--- src/rtl/core/two_link_leg_inverse_kinematics_assert.svh ---
// assertion macros for the leg inverse kinematics block
`ifndef TWO_LINK_LEG_INVERSE_KINEMATICS_ASSERT_SVH
`define TWO_LINK_LEG_INVERSE_KINEMATICS_ASSERT_SVH

// check with reset masking
`define TLIK_ASSERT(lbl, clk, rst, prop, msg) \
   lbl: assert property (@(posedge clk) disable iff (rst) prop) else $error(msg);

// check that also holds around reset
`define TLIK_ASSERT_ALWAYS(lbl, clk, prop, msg) \
   lbl: assert property (@(posedge clk) prop) else $error(msg);

`endif

--- src/rtl/core/tlik_pkg.sv ---
`timescale 1ns / 1ps
package tlik_pkg;

   // default parameter values
   localparam int CORDIC_STAGES_DEF = 20;
   localparam int ANGLE_FRAC_DEF    = 16;

   // fixed number formats
   localparam int ATAN_LEN    = 28;
   localparam int SQRT_SCALE  = 20;
   localparam int PHI_SCALE   = 32;
   localparam int HALF_SCALE  = 20;
   localparam int SQ_IN_W     = 52;
   localparam int CORDIC_W    = 52;
   localparam int DIV_W       = 21;
   localparam int COORD_W     = 16;
   localparam int LINK_W      = 14;
   localparam int SERVO_W     = 12;
   localparam int SPAN_W      = 9;
   localparam int LIM_W       = 30;
   localparam int R2_W        = 32;
   localparam int QUEUE_DEPTH = 2;
   localparam int CSR_IDX_W   = 4;
   localparam int CSR_DATA_W  = 14;
   localparam int SERVO_MIN   = 100;
   localparam int SERVO_MAX   = 4000;

   // register reset values
   localparam logic [LINK_W-1:0]  LINK_RST   = 14'd1600;
   localparam logic [SERVO_W-1:0] CENTER_RST = 12'd2048;
   localparam logic [SERVO_W-1:0] RANGE_RST  = 12'd2048;
   localparam logic [SPAN_W-1:0]  SPAN_RST   = 9'd180;

   typedef enum logic [1:0] {
      ST_OK    = 2'd0,
      ST_REACH = 2'd1,
      ST_NOSOL = 2'd2
   } status_type;

   typedef enum logic [CSR_IDX_W-1:0] {
      CSR_LINK   = 4'd0,
      CSR_CENTER = 4'd1,
      CSR_RANGE  = 4'd2,
      CSR_SPAN   = 4'd3
   } csr_idx_type;

   typedef struct packed {
      logic [LINK_W-1:0]  link_length;
      logic [SERVO_W-1:0] zero_count;
      logic [SERVO_W-1:0] count_span;
      logic [SPAN_W-1:0]  angle_span;
   } cfg_type;

   // one classified target on its way to the back end
   typedef struct packed {
      logic signed [COORD_W-1:0] x;
      logic signed [COORD_W-1:0] y;
      logic [R2_W-1:0]           r2;
      logic [R2_W-1:0]           room;
      logic                      reach_err;
   } qent_type;

   // atan(2^-i) in degrees, Q24
   localparam longint ATAN_Q24 [ATAN_LEN] = '{
      754974720, 445687602, 235489088, 119537938, 60000934, 30029717,
      15018523, 7509720, 3754917, 1877466, 938734, 469367, 234684, 117342,
      58671, 29335, 14668, 7334, 3667, 1833, 917, 458, 229, 115, 57, 29,
      14, 7
   };

   // table angle rounded half up into the angle format
   function automatic longint atan_angle(input int i, input int frac);
      longint e;
      int     s;
      e = ATAN_Q24[i];
      s = 24 - frac;
      if (s > 0) begin
         return (e + (longint'(1) << (s - 1))) >>> s;
      end
      return e << (-s);
   endfunction

endpackage

--- src/rtl/core/tlik_front.sv ---
`timescale 1ns / 1ps
module tlik_front import tlik_pkg::*; (
   input  logic                      clock,
   input  logic                      reset,
   input  logic                      req_valid,
   output logic                      req_stall,
   input  logic signed [COORD_W-1:0] req_target_x,
   input  logic signed [COORD_W-1:0] req_target_y,
   input  logic [LINK_W-1:0]         link_length,
   output logic                      q_push,
   input  logic                      q_full,
   output qent_type                  q_data
);

   logic                      s1_valid_ff;
   logic signed [COORD_W-1:0] s1_x_ff, s1_y_ff;
   logic [R2_W-2:0]           s1_xsq_ff, s1_ysq_ff, s1_xsq_in, s1_ysq_in;
   logic [LIM_W-1:0]          s1_lim_ff, s1_lim_in;
   logic signed [R2_W-1:0]    xsq_full, ysq_full;
   logic [2*LINK_W-1:0]       lsq;
   logic                      s2_valid_ff;
   qent_type                  s2_ent_ff, s2_ent_in;
   logic                      s1_free, s2_free;
   logic [R2_W-1:0]           r2, lim_ext;

   // squares of the coordinates and reach limit
   always_comb begin
      xsq_full  = req_target_x * req_target_x;
      ysq_full  = req_target_y * req_target_y;
      s1_xsq_in = xsq_full[R2_W-2:0];
      s1_ysq_in = ysq_full[R2_W-2:0];
      lsq       = link_length * link_length;
      s1_lim_in = {lsq, 2'b00};
   end

   // distance and reach check
   always_comb begin
      r2        = {1'b0, s1_xsq_ff} + {1'b0, s1_ysq_ff};
      lim_ext   = R2_W'(s1_lim_ff);
      s2_ent_in.x         = s1_x_ff;
      s2_ent_in.y         = s1_y_ff;
      s2_ent_in.r2        = r2;
      s2_ent_in.room      = lim_ext - r2;
      s2_ent_in.reach_err = (r2 == '0) || (r2 > lim_ext);
   end

   // handshake between the two stages and the queue
   assign s2_free   = !s2_valid_ff || !q_full;
   assign s1_free   = !s1_valid_ff || s2_free;
   assign req_stall = !s1_free;
   assign q_push    = s2_valid_ff && !q_full;
   assign q_data    = s2_ent_ff;

   always_ff @(posedge clock) begin
      if (reset) begin
         s1_valid_ff <= 1'b0;
         s2_valid_ff <= 1'b0;
      end else begin
         if (s1_free) begin
            s1_valid_ff <= req_valid;
         end
         if (s2_free) begin
            s2_valid_ff <= s1_valid_ff;
         end
      end
   end

   always_ff @(posedge clock) begin
      if (s1_free) begin
         s1_x_ff   <= req_target_x;
         s1_y_ff   <= req_target_y;
         s1_xsq_ff <= s1_xsq_in;
         s1_ysq_ff <= s1_ysq_in;
         s1_lim_ff <= s1_lim_in;
      end
      if (s2_free) begin
         s2_ent_ff <= s2_ent_in;
      end
   end

endmodule

--- config.mk ---
export PLATFORM = sky130hd
export DESIGN_NAME = tlik_front
export DESIGN_NICKNAME = d
export VERILOG_FILES = /design/src/rtl/core/two_link_leg_inverse_kinematics_assert.svh /design/src/rtl/core/tlik_pkg.sv /design/src/rtl/core/tlik_front.sv
export SDC_FILE = /design/constraint.sdc
export NUM_CORES = 2
export LEC_CHECK = 0
export BUFFER_PORTS_ARGS = -buffer_cell sky130_fd_sc_hd__buf_2
export CAP_MARGIN = 20
export CORE_MARGIN = 4
export CORE_UTILIZATION = 50
export DETAILED_ROUTE_END_ITERATION = 8
export PLACE_DENSITY = 0.65
export SLEW_MARGIN = 15
export SYNTH_ARGS = -nofsm -noshare
export SYNTH_HDL_FRONTEND = slang
export SYNTH_SLANG_ARGS = --single-unit
--- constraint.sdc ---
create_clock -name clock -period 16.3 [get_ports clock]
set_clock_uncertainty 0.2 [all_clocks]
set_input_delay 0.815 -clock clock [delete_from_list [all_inputs] [get_ports clock]]
set_output_delay 0.815 -clock clock [all_outputs]
set_load 0.01 [all_outputs]
==> flow_summary.yaml <==
route:
  drtIter0Drc: 1242
  wire_per_inst_um: 16.73
  drc_errors: 0
  antenna_left: 0
  vias: 21460
  first_pass_iters: 5
  drt_wl_total_um: 69420
  via_per_inst: 5.172
placed_design:
  hpwlAfterDp_um: 57300
  place_ws_ns: 8.405
  portBuffers: 148
  gp_congestion: 0.9002
timing:
  finalSetupTns_ns: 0
  fin_crit_ns: 7.332
  hold_viol: 0
  setup_violations: 0
  max_freq_mhz: 136.4
  worstMarginPinSlew_ns: 1.080
  max_slew_margin: 0.2797
  drv_slew: 0
  setup_ws_ns: 8.968
  fin_crit_sh: 0.4498
  rsz0062_at_grt: "false"
layout:
  multiInputGateArea_um2: 22310
  final_common_cell: "inv_1"
  final_cell_mix: "inv_1 (847), fa_1 (576), ha_1 (319)"
  area_growth_pct: 7.921
  nFillCells: 5563
  drive_gt1_frac: 0.07357
  seq_area_um2: 6436
  finalNetCount: 4225
synth:
  yosysSeqAreaShare: 0.2002
  synth_area_leader_cell: "fa_1"
  syn_inst: 3159
  yosys.cell_types.count: 70
  synth.top_cell.area_share: 0.3587
  ys_seq_elements: 215
  synthTopCellsByArea: "fa_1 (36%), edfxtp_1 (20%), ha_1 (12%)"
  synth_edf_count: 213
  synth_nets: 4104
  synth-async-reset-ratio: 0
  ys.warnings.count: 0
  ys.flop_type: "edfxtp_1"
  avgSynthCellArea_um2: 10.18
  syn_area_um2: 32150
die:
  rows: 92
  die_area_um2: 68410
  die_y_um: 261.6
  initial_core_util: 0.5077
  io_pins: 149
  core-area_um2: 63310
  chipWidth_um: 261.6
critical_path:
  reg2reg_slack_ns: 10.78
  cp_data_required_time_ns: 16.43
  startpoint_type: "input pin"
  crit_type: "input pin to register"
  critPathMaxFanout: 17
  worstSetupEndpointType: "register"
  r2r_cells: 14
  critPathArrivalTime_ns: 7.47
global_route:
  antenna_found_initial: 1
  grt.total_usage: 0.2125
  grt_start_max_net_pins: 77
  overflow: 0
  grt_pass1_wl_um: 116500
  grt_pass1_vias: 23190
clock_tree:
  clockBufferDepth: 3
  clkTransAtPathRegs_ns: 0.06
  hold_buffers: 0
  numCtsBuffers: 29
  cts_resized: 0
  clock_latency_ns: 0.60
  cts_tree: "yes"
  cts_sinks: 215
  cts_root_buffer: "clkbuf_16"
  cts-htree-levels: 1
  post_cts_buffers: 0
status:
  status: "completed"
flow_run:
  cap_violations: 0
hold_path:
  hold_path_depth: 2
  hold_path.class: "input pin to register"
through the flow:
stage / area, um2 / util / hold WS (ns) / cells
4_1_cts: 34690 / 0.5479 / 0.1520 / 4149
3_3_place_gp: 33760 / 0.5332 / 0.2004 / 4095
2_1_floorplan: 32150 / - / 0.2003 / 3159
5_1_grt: 34690 / 0.5479 / 0.1792 / 4149
3_5_place_dp: 33760 / 0.5332 / 0.2045 / 4095
6_report: 34690 / 0.5480 / 0.1865 / 4150
per-layer routing:
| layer | GRT usage | vias to the layer above | share of wire |
|---|---|---|---|
| met5 | 0 | - | 0.00029 |
| met4 | 0.04197 | 2 | 0.019 |
| met3 | 0.02263 | 89 | 0.049 |
| met2 | 0.3764 | 450 | 0.50 |
| met1 | 0.2868 | 10920 | 0.43 |
| li1 | - | 10010 | - |
registers in the layout, summed over array words and instances, names as in the netlist:
name / flops
s2_valid_ff: 1
s1_valid_ff: 1
s1_xsq_ff: 29
s1_y_ff: 16
s1_ysq_ff: 29
s1_lim_ff: 27
s1_x_ff: 16
q_data: 96
logic make-up after synthesis:
family | synth area share
xor+xnor | 0.04496
simple gates | 0.09606
mux | 0.001985
buf+inv | 0.1064
compound gates | 0.06753
fa+ha+maj | 0.4829
flops | 0.2002
cell type report:
class / count / share of cell area
Antenna cell: 1 / 0.00007213
Inverter: 848 / 0.09175
Tap cell: 846 / 0.03051
Clock buffer: 31 / 0.02113
Multi-Input combinational cell: 2034 / 0.6431
Timing Repair Buffer: 152 / 0.02222
Sequential cell: 215 / 0.1855
Clock inverter: 23 / 0.005698
synthesized netlist by cell type, types with 10 or more instances:
| cell type | number |
|---|---|
| and3_1 | 20 |
| or3_1 | 10 |
| nor3_1 | 27 |
| and2_1 | 117 |
| or2_2 | 10 |
| xnor2_1 | 111 |
| a21o_1 | 60 |
| nor2_1 | 136 |
| edfxtp_1 | 213 |
| fa_1 | 576 |
| clkbuf_1 | 61 |
| a211oi_1 | 11 |
| a31o_2 | 11 |
| inv_1 | 847 |
| ha_1 | 319 |
| o21a_1 | 19 |
| xor2_1 | 49 |
| nand2b_1 | 18 |
| a21oi_1 | 95 |
| nor2b_1 | 18 |
| o21ai_0 | 45 |
| o21bai_1 | 17 |
| nand3_1 | 30 |
| nand2_1 | 236 |
critical path, stage by stage:
cell      delay (ns)
buf_2           0.22
inv_1           0.51
nor2_1          0.19
fa_1            0.74
inv_1           0.11
fa_1            0.57
inv_1           0.28
fa_1            0.50
fa_1            0.51
fa_1            0.50
inv_1           0.05
fa_1            0.47
inv_1           0.04
ha_1            0.34
inv_1           0.11
o21bai_1        0.11
a2111o_1        0.42
a31oi_1         0.25
nor3_1          0.11
or3_1           0.36
a21oi_1         0.18
xnor2_1         0.08
final timing paths:
path,from,to
min,reset,s1_valid_ff
max,req_target_y[15],s1_ysq_ff[30]
min reg2reg,s1_x_ff[9],q_data[90]
max reg2reg,s1_xsq_ff[3],q_data[32]
Power is not shown: default switching activity piles up to over one toggle a cycle in this logic, so the estimate is an artifact.
