[config.mk]
export PLATFORM = sky130hd
export DESIGN_NAME = tlik_queue
export DESIGN_NICKNAME = d
export VERILOG_FILES = /design/src/rtl/core/two_link_leg_inverse_kinematics_assert.svh /design/src/rtl/core/tlik_pkg.sv /design/src/rtl/core/tlik_queue.sv
export SDC_FILE = /design/constraint.sdc
export NUM_CORES = 1
export LEC_CHECK = 0
export BUFFER_PORTS_ARGS = -buffer_cell sky130_fd_sc_hd__clkbuf_2
export CAP_MARGIN = 10
export CORE_UTILIZATION = 45
export DETAILED_ROUTE_END_ITERATION = 6
export PLACE_DENSITY = 0.81
export RECOVER_POWER = 50
export SYNTH_ARGS = -nofsm -noshare
export SYNTH_HDL_FRONTEND = slang
export SYNTH_SLANG_ARGS = --single-unit
[constraint.sdc]
create_clock -name clock -period 4 [get_ports clock]
set_input_delay 0.4 -clock clock [delete_from_list [all_inputs] [get_ports clock]]
set_output_delay 0.4 -clock clock [all_outputs]
set_load 0.02 [all_outputs]
[src/rtl/core/two_link_leg_inverse_kinematics_assert.svh]
// assertion macros for the leg inverse kinematics block
`ifndef TWO_LINK_LEG_INVERSE_KINEMATICS_ASSERT_SVH
`define TWO_LINK_LEG_INVERSE_KINEMATICS_ASSERT_SVH

// check with reset masking
`define TLIK_ASSERT(lbl, clk, rst, prop, msg) \
   lbl: assert property (@(posedge clk) disable iff (rst) prop) else $error(msg);

// check that also holds around reset
`define TLIK_ASSERT_ALWAYS(lbl, clk, prop, msg) \
   lbl: assert property (@(posedge clk) prop) else $error(msg);

`endif

[src/rtl/core/tlik_pkg.sv]
`timescale 1ns / 1ps
package tlik_pkg;

   // default parameter values
   localparam int CORDIC_STAGES_DEF = 20;
   localparam int ANGLE_FRAC_DEF    = 16;

   // fixed number formats
   localparam int ATAN_LEN    = 28;
   localparam int SQRT_SCALE  = 20;
   localparam int PHI_SCALE   = 32;
   localparam int HALF_SCALE  = 20;
   localparam int SQ_IN_W     = 52;
   localparam int CORDIC_W    = 52;
   localparam int DIV_W       = 21;
   localparam int COORD_W     = 16;
   localparam int LINK_W      = 14;
   localparam int SERVO_W     = 12;
   localparam int SPAN_W      = 9;
   localparam int LIM_W       = 30;
   localparam int R2_W        = 32;
   localparam int QUEUE_DEPTH = 2;
   localparam int CSR_IDX_W   = 4;
   localparam int CSR_DATA_W  = 14;
   localparam int SERVO_MIN   = 100;
   localparam int SERVO_MAX   = 4000;

   // register reset values
   localparam logic [LINK_W-1:0]  LINK_RST   = 14'd1600;
   localparam logic [SERVO_W-1:0] CENTER_RST = 12'd2048;
   localparam logic [SERVO_W-1:0] RANGE_RST  = 12'd2048;
   localparam logic [SPAN_W-1:0]  SPAN_RST   = 9'd180;

   typedef enum logic [1:0] {
      ST_OK    = 2'd0,
      ST_REACH = 2'd1,
      ST_NOSOL = 2'd2
   } status_type;

   typedef enum logic [CSR_IDX_W-1:0] {
      CSR_LINK   = 4'd0,
      CSR_CENTER = 4'd1,
      CSR_RANGE  = 4'd2,
      CSR_SPAN   = 4'd3
   } csr_idx_type;

   typedef struct packed {
      logic [LINK_W-1:0]  link_length;
      logic [SERVO_W-1:0] zero_count;
      logic [SERVO_W-1:0] count_span;
      logic [SPAN_W-1:0]  angle_span;
   } cfg_type;

   // one classified target on its way to the back end
   typedef struct packed {
      logic signed [COORD_W-1:0] x;
      logic signed [COORD_W-1:0] y;
      logic [R2_W-1:0]           r2;
      logic [R2_W-1:0]           room;
      logic                      reach_err;
   } qent_type;

   // atan(2^-i) in degrees, Q24
   localparam longint ATAN_Q24 [ATAN_LEN] = '{
      754974720, 445687602, 235489088, 119537938, 60000934, 30029717,
      15018523, 7509720, 3754917, 1877466, 938734, 469367, 234684, 117342,
      58671, 29335, 14668, 7334, 3667, 1833, 917, 458, 229, 115, 57, 29,
      14, 7
   };

   // table angle rounded half up into the angle format
   function automatic longint atan_angle(input int i, input int frac);
      longint e;
      int     s;
      e = ATAN_Q24[i];
      s = 24 - frac;
      if (s > 0) begin
         return (e + (longint'(1) << (s - 1))) >>> s;
      end
      return e << (-s);
   endfunction

endpackage

[src/rtl/core/tlik_queue.sv]
`timescale 1ns / 1ps
module tlik_queue import tlik_pkg::*; #(
   parameter int W     = 8,
   parameter int DEPTH = QUEUE_DEPTH
) (
   input  logic         clock,
   input  logic         reset,
   input  logic         push,
   input  logic [W-1:0] push_data,
   output logic         full,
   input  logic         pop,
   output logic [W-1:0] pop_data,
   output logic         not_empty
);

   localparam int PTR_W = (DEPTH > 1) ? $clog2(DEPTH) : 1;
   localparam int CNT_W = $clog2(DEPTH + 1);

   logic [W-1:0]     mem_ff [DEPTH];
   logic [PTR_W-1:0] wr_ptr_ff, wr_ptr_in, rd_ptr_ff, rd_ptr_in;
   logic [CNT_W-1:0] count_ff, count_in;
   logic             do_push, do_pop;

   assign full      = (count_ff == CNT_W'(DEPTH));
   assign not_empty = (count_ff != '0);
   assign pop_data  = mem_ff[rd_ptr_ff];
   assign do_push   = push && !full;
   assign do_pop    = pop && not_empty;

   // pointer and fill count update
   always_comb begin
      wr_ptr_in = wr_ptr_ff;
      rd_ptr_in = rd_ptr_ff;
      count_in  = count_ff;
      if (do_push) begin
         wr_ptr_in = (wr_ptr_ff == PTR_W'(DEPTH - 1)) ? '0 : wr_ptr_ff + 1'b1;
      end
      if (do_pop) begin
         rd_ptr_in = (rd_ptr_ff == PTR_W'(DEPTH - 1)) ? '0 : rd_ptr_ff + 1'b1;
      end
      if (do_push && !do_pop) begin
         count_in = count_ff + 1'b1;
      end else if (do_pop && !do_push) begin
         count_in = count_ff - 1'b1;
      end
   end

   always_ff @(posedge clock) begin
      if (reset) begin
         wr_ptr_ff <= '0;
         rd_ptr_ff <= '0;
         count_ff  <= '0;
      end else begin
         wr_ptr_ff <= wr_ptr_in;
         rd_ptr_ff <= rd_ptr_in;
         count_ff  <= count_in;
      end
   end

   always_ff @(posedge clock) begin
      if (do_push) begin
         mem_ff[wr_ptr_ff] <= push_data;
      end
   end

endmodule

==> results.yml, run 1 <==
timing:
  timing.final.ws_setup_ps: 2230
  finalHoldViolCount: 0
  finalMaxSlewViolations: 0
  clock_skew_ps: 3.33
  worstMarginPinSlew_ps: 552
  setup_tns_ps: 0
  setup_viol: 0
  slew_headroom: 0.632
  fmax_mhz: 564
  finalCriticalPeriod_ps: 1770
  finalCritPeriodShare: 0.443
  rsz0062_at_grt: "false"
critical_path:
  crit_path_start_kind: "flop"
  crit_type: "flop to output port"
  end_kind: "output port"
  required_ps: 3600
  crit-reg2reg-launch: "count_ff[1]"
  path_max_fanout: 8
  cp.arrival_ps: 1370
placement:
  port_buffers: 21
  dpl_worst_slack_ps: 2450
  placed_area_um2: 916
  place.gp.congestion: 0.705
global_route:
  grt_first_pass_wirelength_um: 1780
  grt_pass1_vias: 442
  grt_max_degree: 12
  grt.overflow.total: 0
  grt_usage: 0.136
  antenna_found_initial: 0
cts:
  cts_setup_buffers: 0
  clk_path_buf_depth: 2
  clockRootBuffer: "clkbuf_4"
  htree_levels: 1
  cts_resized: 0
  path_clk_slew_ps: 100
  cts_sinks: 21
  cts_tree: "built"
  numCtsBuffers: 3
  holdBufCountCts: 0
  clock_latency_ps: 290
yosys:
  netlist_area_um2: 796
  syn-instance-count: 50
  synth.area.top_cells: "edfxtp_1 (60%), dfxtp_1 (13%), mux2_2 (11%)"
  synth_fp_nets: 63
  yosys.area.top_type: "edfxtp_1"
  synth_top_area_frac: 0.604
  avgSynthCellArea_um2: 15.9
  yosys_warnings: 0
  ys_seq_elements: 21
  seq_area_frac_synth: 0.730
  ys_types: 14
cells_and_area:
  final_area_um2: 937
  register_area_um2: 581
  antennaDiodeCount: 0
  nets: 88
  multi_input_area_um2: 200
  drive_gt1_frac: 0.419
  area_growth_pct: 17.8
  n_fill_cell: 134
detailed_routing:
  dr.pass1.iters: 6
  wirelength_um: 1190
  wire_per_inst_um: 13.2
  avgViaCountPerCell: 5.10
  ant_nets: 0
  drt_iter0_drc: 2
  vias: 459
  post-route-drc-count: 0
die:
  start_util: 0.505
  core_area_mm2: 0.00158
  design.die.area_mm2: 0.00194
  die_h_um: 44.1
  die_w_um: 44.1
  rows: 14
  io_pins: 22
flow_run:
  drv_cap: 0
worst_hold_path:
  hp-class: "primary input to flop"
  min-delay-start: "push_data[3]"
run_status:
  outcome: "complete, no violations"
power_and_ir_drop:
  ir_drop_v: 0.000361
  power_leakage_nw: 0.378
  p_per_area_mw_per_mm2: 645
## synthesized netlist by cell type
cell,n
or2_2,1
o21ai_0,3
and2_1,1
ha_1,1
dfxtp_1,5
nor2b_2,1
buf_2,1
or3_1,2
a21oi_1,2
edfxtp_1,16
mux2_2,8
xor2_1,3
inv_1,2
nor2_1,4
## state kept, by name, indices dropped and copies added (netlist names), named ones only
signal	count
mem_ff	16
wr_ptr_ff	1
count_ff	2
rd_ptr_ff	1
## routing by layer
layer | global-route usage | share of wire | vias to the layer above
met5 | 0 | 0 | -
met3 | 0.0286 | 0.060 | 5
met2 | 0.241 | 0.51 | 18
met4 | 0.0909 | 0.022 | 0
met1 | 0.142 | 0.40 | 207
li1 | - | - | 229
## where the power goes
group	switching, mW	internal [mW]	total (mW)
registers	0.0275	0.278	0.306
clock network	0.0574	0.0388	0.0962
logic	0.116	0.0864	0.202
total	0.200	0.404	0.604
## area by class of cell
| cell class | count | area share |
|---|---|---|
| Multi-Input combinational cell | 26 | 0.214 |
| Sequential cell | 21 | 0.619 |
| Timing Repair Buffer | 21 | 0.109 |
| Clock buffer | 4 | 0.0280 |
| Tap cell | 16 | 0.0214 |
| Inverter | 2 | 0.00801 |
## critical path: stages, from the launching register on
cell and delay (ps):
dfxtp_1 540, mux2_2 390, clkbuf_2 160
## placed cells by master, fill, tap and decap left out
cell type,count
a21oi_1,2
and2_0,1
clkbuf_1,3
clkbuf_2,19
clkbuf_4,3
dfxtp_1,5
edfxtp_1,16
ha_1,1
inv_1,2
mux2_2,8
nor2_1,4
nor2b_1,1
o21ai_0,3
or2_2,1
or3_1,2
xor2_1,3
## logic make-up (layout without fill, tap and decap cells)
group / count (synthesis) / count (layout) / share of synthesized area
AO/OA/AOI/OAI: 5 / 5 / 0.0314
XOR/XNOR: 3 / 3 / 0.0330
adder cells (fa/ha/maj): 1 / 1 / 0.0157
buffers and inverters: 3 / 27 / 0.0157
flip-flops: 21 / 21 / 0.730
multiplexers: 8 / 8 / 0.113
AND/OR/NAND/NOR: 9 / 9 / 0.0613
## metrics by stage
stage                util  hold WS (ps)  total power, mW  cells
detailed placement  0.581           491            0.518     86
finish              0.594           288            0.604     90
floorplan               -           452            0.457     50
global placement    0.581           467            0.509     86
CTS                 0.598           280            0.614     90
global route        0.594           268            0.641     90
## worst paths after layout
kind                  end  slack [ps]  depth (start not counted)
min          mem_ff[0][3]         290                          1
min reg2reg     wr_ptr_ff         500                          2
max reg2reg   count_ff[1]        2360                          5
max           pop_data[1]        2230                          2
Power figures use the tool's default switching activity.
==> inputs of run 2 (changes only) <==
Clock period 4 ns to 1.76 ns, I/O delays scaled along.
==> results.yml, run 2 (synthesized netlist as in run 1, its figures left out) <==
placement:
  dp_hpwl_um: 832
  dpl_worst_slack_ps: 185
  place.gp.congestion: 0.632
  port_buffers: 21
cells_and_area:
  drive_gt1_frac: 0.405
  area_growth_pct: 17.8
  largest_register: "mem_ff"
  nets: 88
  largest_register_ff_count: 16
  finish.utilization: 0.594
  antennaDiodeCount: 0
  top_regs: "mem_ff x16, count_ff x2"
  layout_common_cells: "clkbuf_2 (16), edfxtp_1 (16), mux2_2 (8)"
timing:
  timing.final.ws_setup_ps: 170
  fmax_mhz: 629
  finalCriticalPeriod_ps: 1590
  setup_tns_ps: 0
  clock_skew_ps: 6.31
  slew_headroom: 0.620
  finalCritPeriodShare: 0.904
  setup_viol: 0
  worstMarginPinSlew_ps: 570
  rsz0062_at_grt: "false"
  finalHoldViolCount: 0
  finalMaxSlewViolations: 0
critical_path:
  required_ps: 1580
  crit_type: "flop to output port"
  cp.arrival_ps: 1410
  ff2ff_setup_slack_ps: 170
  crit_path_start_kind: "flop"
  path_max_fanout: 8
  end_kind: "output port"
run_status:
  outcome: "complete, but fails checks"
  violations: "design-rule violations"
die:
  die_w_um: 44.1
  start_util: 0.505
  rows: 14
  design.die.area_mm2: 0.00194
  core_area_mm2: 0.00158
  die_h_um: 44.1
  io_pins: 22
cts:
  holdBufCountCts: 0
  cts_resized: 0
  cts_setup_buffers: 0
  clockRootBuffer: "clkbuf_4"
  clk_path_buf_depth: 2
  numCtsBuffers: 3
  htree_levels: 1
  path_clk_slew_ps: 120
  cts_tree: "built"
  cts_sinks: 21
  clock_latency_ps: 300
flow_run:
  drv_cap: 0
detailed_routing:
  wirelength_um: 1190
  dr.pass1.iters: 7
  wire_per_inst_um: 13.2
  vias: 453
  post-route-drc-count: 1
  ant_nets: 0
  avgViaCountPerCell: 5.03
  drt_iter0_drc: 4
global_route:
  antenna_found_initial: 0
  grt_max_degree: 13
  grt_pass1_vias: 435
  grt_usage: 0.137
  grt_first_pass_wirelength_um: 1810
  grt.overflow.total: 0
power_and_ir_drop:
  power_leakage_nw: 0.372
  p_per_area_mw_per_mm2: 1470
  ir_drop_v: 0.000864
  report.power.total_mw: 1.38
worst_hold_path:
  hp-class: "primary input to flop"
run 2: layer usage:
layer	global-route usage	vias to the layer above	wire length, um
li1	-	229	-
met1	0.165	210	541
met2	0.221	12	587
met3	0.0286	2	52
met4	0.0909	0	9
met5	0	-	0
run 2: worst max-delay path, cell delays in order, from the launching register on:
cell      delay (ps)
dfxtp_1          560
mux2_2           390
clkbuf_2         160
run 2: final cells by class:
type	count	area, um2
tap	16	20.0
clock inverter	1	5.00
fill	131	639
inverter	2	7.51
multi-input combinational	26	203
timing repair buffer	21	98.8
sequential	21	581
clock buffer	3	22.5
run 2: worst paths after layout:
check               startpoint           end  depth (start not counted)
setup reg to reg   count_ff[0]   count_ff[1]                          4
hold reg to reg      wr_ptr_ff     wr_ptr_ff                          2
setup / recovery          flop   pop_data[1]                          2
hold / removal    push_data[6]  mem_ff[0][6]                          1
run 2: where the power goes:
part,leakage [nW],internal (mW),switching [mW],total [mW]
logic,0.163,0.192,0.265,0.458
registers,0.191,0.633,0.0647,0.697
clock network,0.0177,0.0845,0.138,0.223
total,0.372,0.909,0.468,1.38
run 2: per-stage QoR:
stage	hold slack (ps)	instances	area [um2]
after floorplan	245	50	796
after global placement	366	86	916
after detailed placement	372	86	916
after CTS	58.8	90	943
after global routing	47.2	90	937
final	65.2	90	937
==> inputs of run 3 (changes only) <==
--- a/constraint.sdc
+++ b/constraint.sdc
@@ -3,2 +3,2 @@
 set_output_delay 0.176 -clock clock [all_outputs]
-set_load 0.02 [all_outputs]
+set_load 0.05 [all_outputs]
==> results.yml, run 3 (synthesized netlist as in run 1, its figures left out) <==
detailed_routing:
  wirelength_um: 1080
  wl_met1_um: 479
  vias: 446
  top_layer_used: "met4"
  avgViaCountPerCell: 4.96
  post-route-drc-count: 3
  wl_met2_um: 519
  drt_iter0_drc: 8
  wl_met3_um: 54
  ant_nets: 0
  wire_per_inst_um: 12.0
  dr.pass1.iters: 6
cells_and_area:
  final_area_um2: 940
  final_common_cell: "edfxtp_1"
  area_growth_pct: 18.1
  drive_gt1_frac: 0.378
  layout_common_cells: "edfxtp_1 (16), clkbuf_2 (15), mux2_2 (8)"
  antennaDiodeCount: 0
  top_regs: "mem_ff x16, count_ff x2"
  nets: 88
  register_area_um2: 581
  multi_input_area_um2: 208
  largest_register_ff_count: 16
  largest_register: "mem_ff"
  n_fill_cell: 127
cts:
  path_clk_slew_ps: 110
  clockRootBuffer: "clkbuf_4"
  cts_resized: 0
  clk_path_buf_depth: 2
  cts_tree: "built"
  cts_setup_buffers: 0
  htree_levels: 1
  numCtsBuffers: 3
  clock_latency_ps: 290
  holdBufCountCts: 0
  cts_sinks: 21
placement:
  placed_area_um2: 921
  place.gp.congestion: 0.719
  dpl_worst_slack_ps: 196
  port_buffers: 21
  dp_hpwl_um: 807
critical_path:
  crit_path_max_incr_delay_ps: 530
  crit-reg2reg-launch: "count_ff[0]"
  path_max_fanout: 8
  required_ps: 1580
  crit_chain: "mux2_2 > clkbuf_2"
  end_kind: "output port"
  r2r_cells: 4
  r2r-end: "count_ff[1]"
  path_buf_inv: 1
  critical-path-top-delay-family: "flip-flops"
  cp.arrival_ps: 1440
  ff2ff_setup_slack_ps: 170
  crit_type: "flop to output port"
  crit_path_start_kind: "flop"
  cpMaxStageDelayCell: "dfxtp_1"
power_and_ir_drop:
  p_per_area_mw_per_mm2: 1670
  clock_power_share: 0.138
  p_seq_frac: 0.446
  ir_drop_v: 0.000806
  intPower_mw: 0.919
  report.power.total_mw: 1.56
  combPwrFrac: 0.416
  power_leakage_nw: 0.368
  p_sw_mw: 0.645
  p_sw_frac: 0.413
timing:
  setup_viol: 0
  timing.final.ws_setup_ps: 147
  worstMarginPinSlew_ps: 597
  setup_tns_ps: 0
  clock_skew_ps: 5.90
  finalHoldViolCount: 0
  holdWs_ps: 66.3
  rsz0062_at_grt: "false"
  finalCriticalPeriod_ps: 1610
  finalCritPeriodShare: 0.916
  fmax_mhz: 620
  finalMaxSlewViolations: 0
  slew_headroom: 0.604
global_route:
  grt.overflow.total: 0
  grt_usage: 0.126
  grt_max_degree: 12
  grt_pass1_vias: 416
  grt_first_pass_wirelength_um: 1690
  antenna_found_initial: 0
die:
  core_area_mm2: 0.00158
  io_pins: 22
  die_h_um: 44.1
  start_util: 0.505
  design.die.area_mm2: 0.00194
  die_w_um: 44.1
  rows: 14
worst_hold_path:
  whs_path_depth: 1
  whs_endpoint: "mem_ff[1][3]"
  min-delay-start: "push_data[3]"
  hp-class: "primary input to flop"
flow_run:
  drv_cap: 0
run_status:
  violations: "design-rule violations"
  outcome: "complete, but fails checks"
[run 3: cell types whose count changed in the layout (fill, tap and decap cells not counted)]
cell | previous run | this run
clkbuf_1 | 5 | 7
clkbuf_2 | 16 | 15
clkinv_2 | 1 | 0
nor2b_2 | 1 | 0
nor2b_4 | 0 | 1
[run 3: power groups by stage]
stage               logic, mW  registers, mW  clock network (mW)
finish                  0.652          0.698               0.215
detailed placement      0.662          0.710                   0
global route            0.694          0.709               0.244
floorplan               0.568          0.677                   0
CTS                     0.665          0.700               0.223
global placement        0.655          0.707                   0
[run 3: worst register-to-register path, cell delays in order (launching register included)]
cell and delay [ps]:
dfxtp_1 470, o21ai_0 190, ha_1 370, or3_1 370, a21oi_1 140
[run 3: area by class of cell]
cell class / count / area share
flip-flops and latches: 21 / 0.618
multi-input cells: 26 / 0.221
repair buffers: 21 / 0.104
clock buffers: 4 / 0.0280
well taps: 16 / 0.0213
inverters: 2 / 0.00799
[run 3: worst max-delay path by stage]
stage	startpoint	end	slack (ps)	depth (start not counted)
floorplan	count_ff[1]	count_ff[1]	120	5
detailed placement	count_ff[0]	count_ff[1]	200	4
finish	flop	pop_data[5]	150	2
CTS	flop	pop_data[5]	110	2
global placement	count_ff[0]	count_ff[1]	250	4
global route	flop	pop_data[0]	50	2
[run 3: per-layer routing]
layer / vias up / global-route usage
met5: - / 0
met3: 4 / 0.0367
met4: 0 / 0.0727
met1: 198 / 0.155
li1: 229 / -
met2: 15 / 0.200
[run 3: stage by stage]
step / std cells / utilization
after global placement: 86 / 0.584
final: 90 / 0.596
after detailed placement: 86 / 0.584
after CTS: 90 / 0.601
after global routing: 90 / 0.596
after floorplan: 50 / -
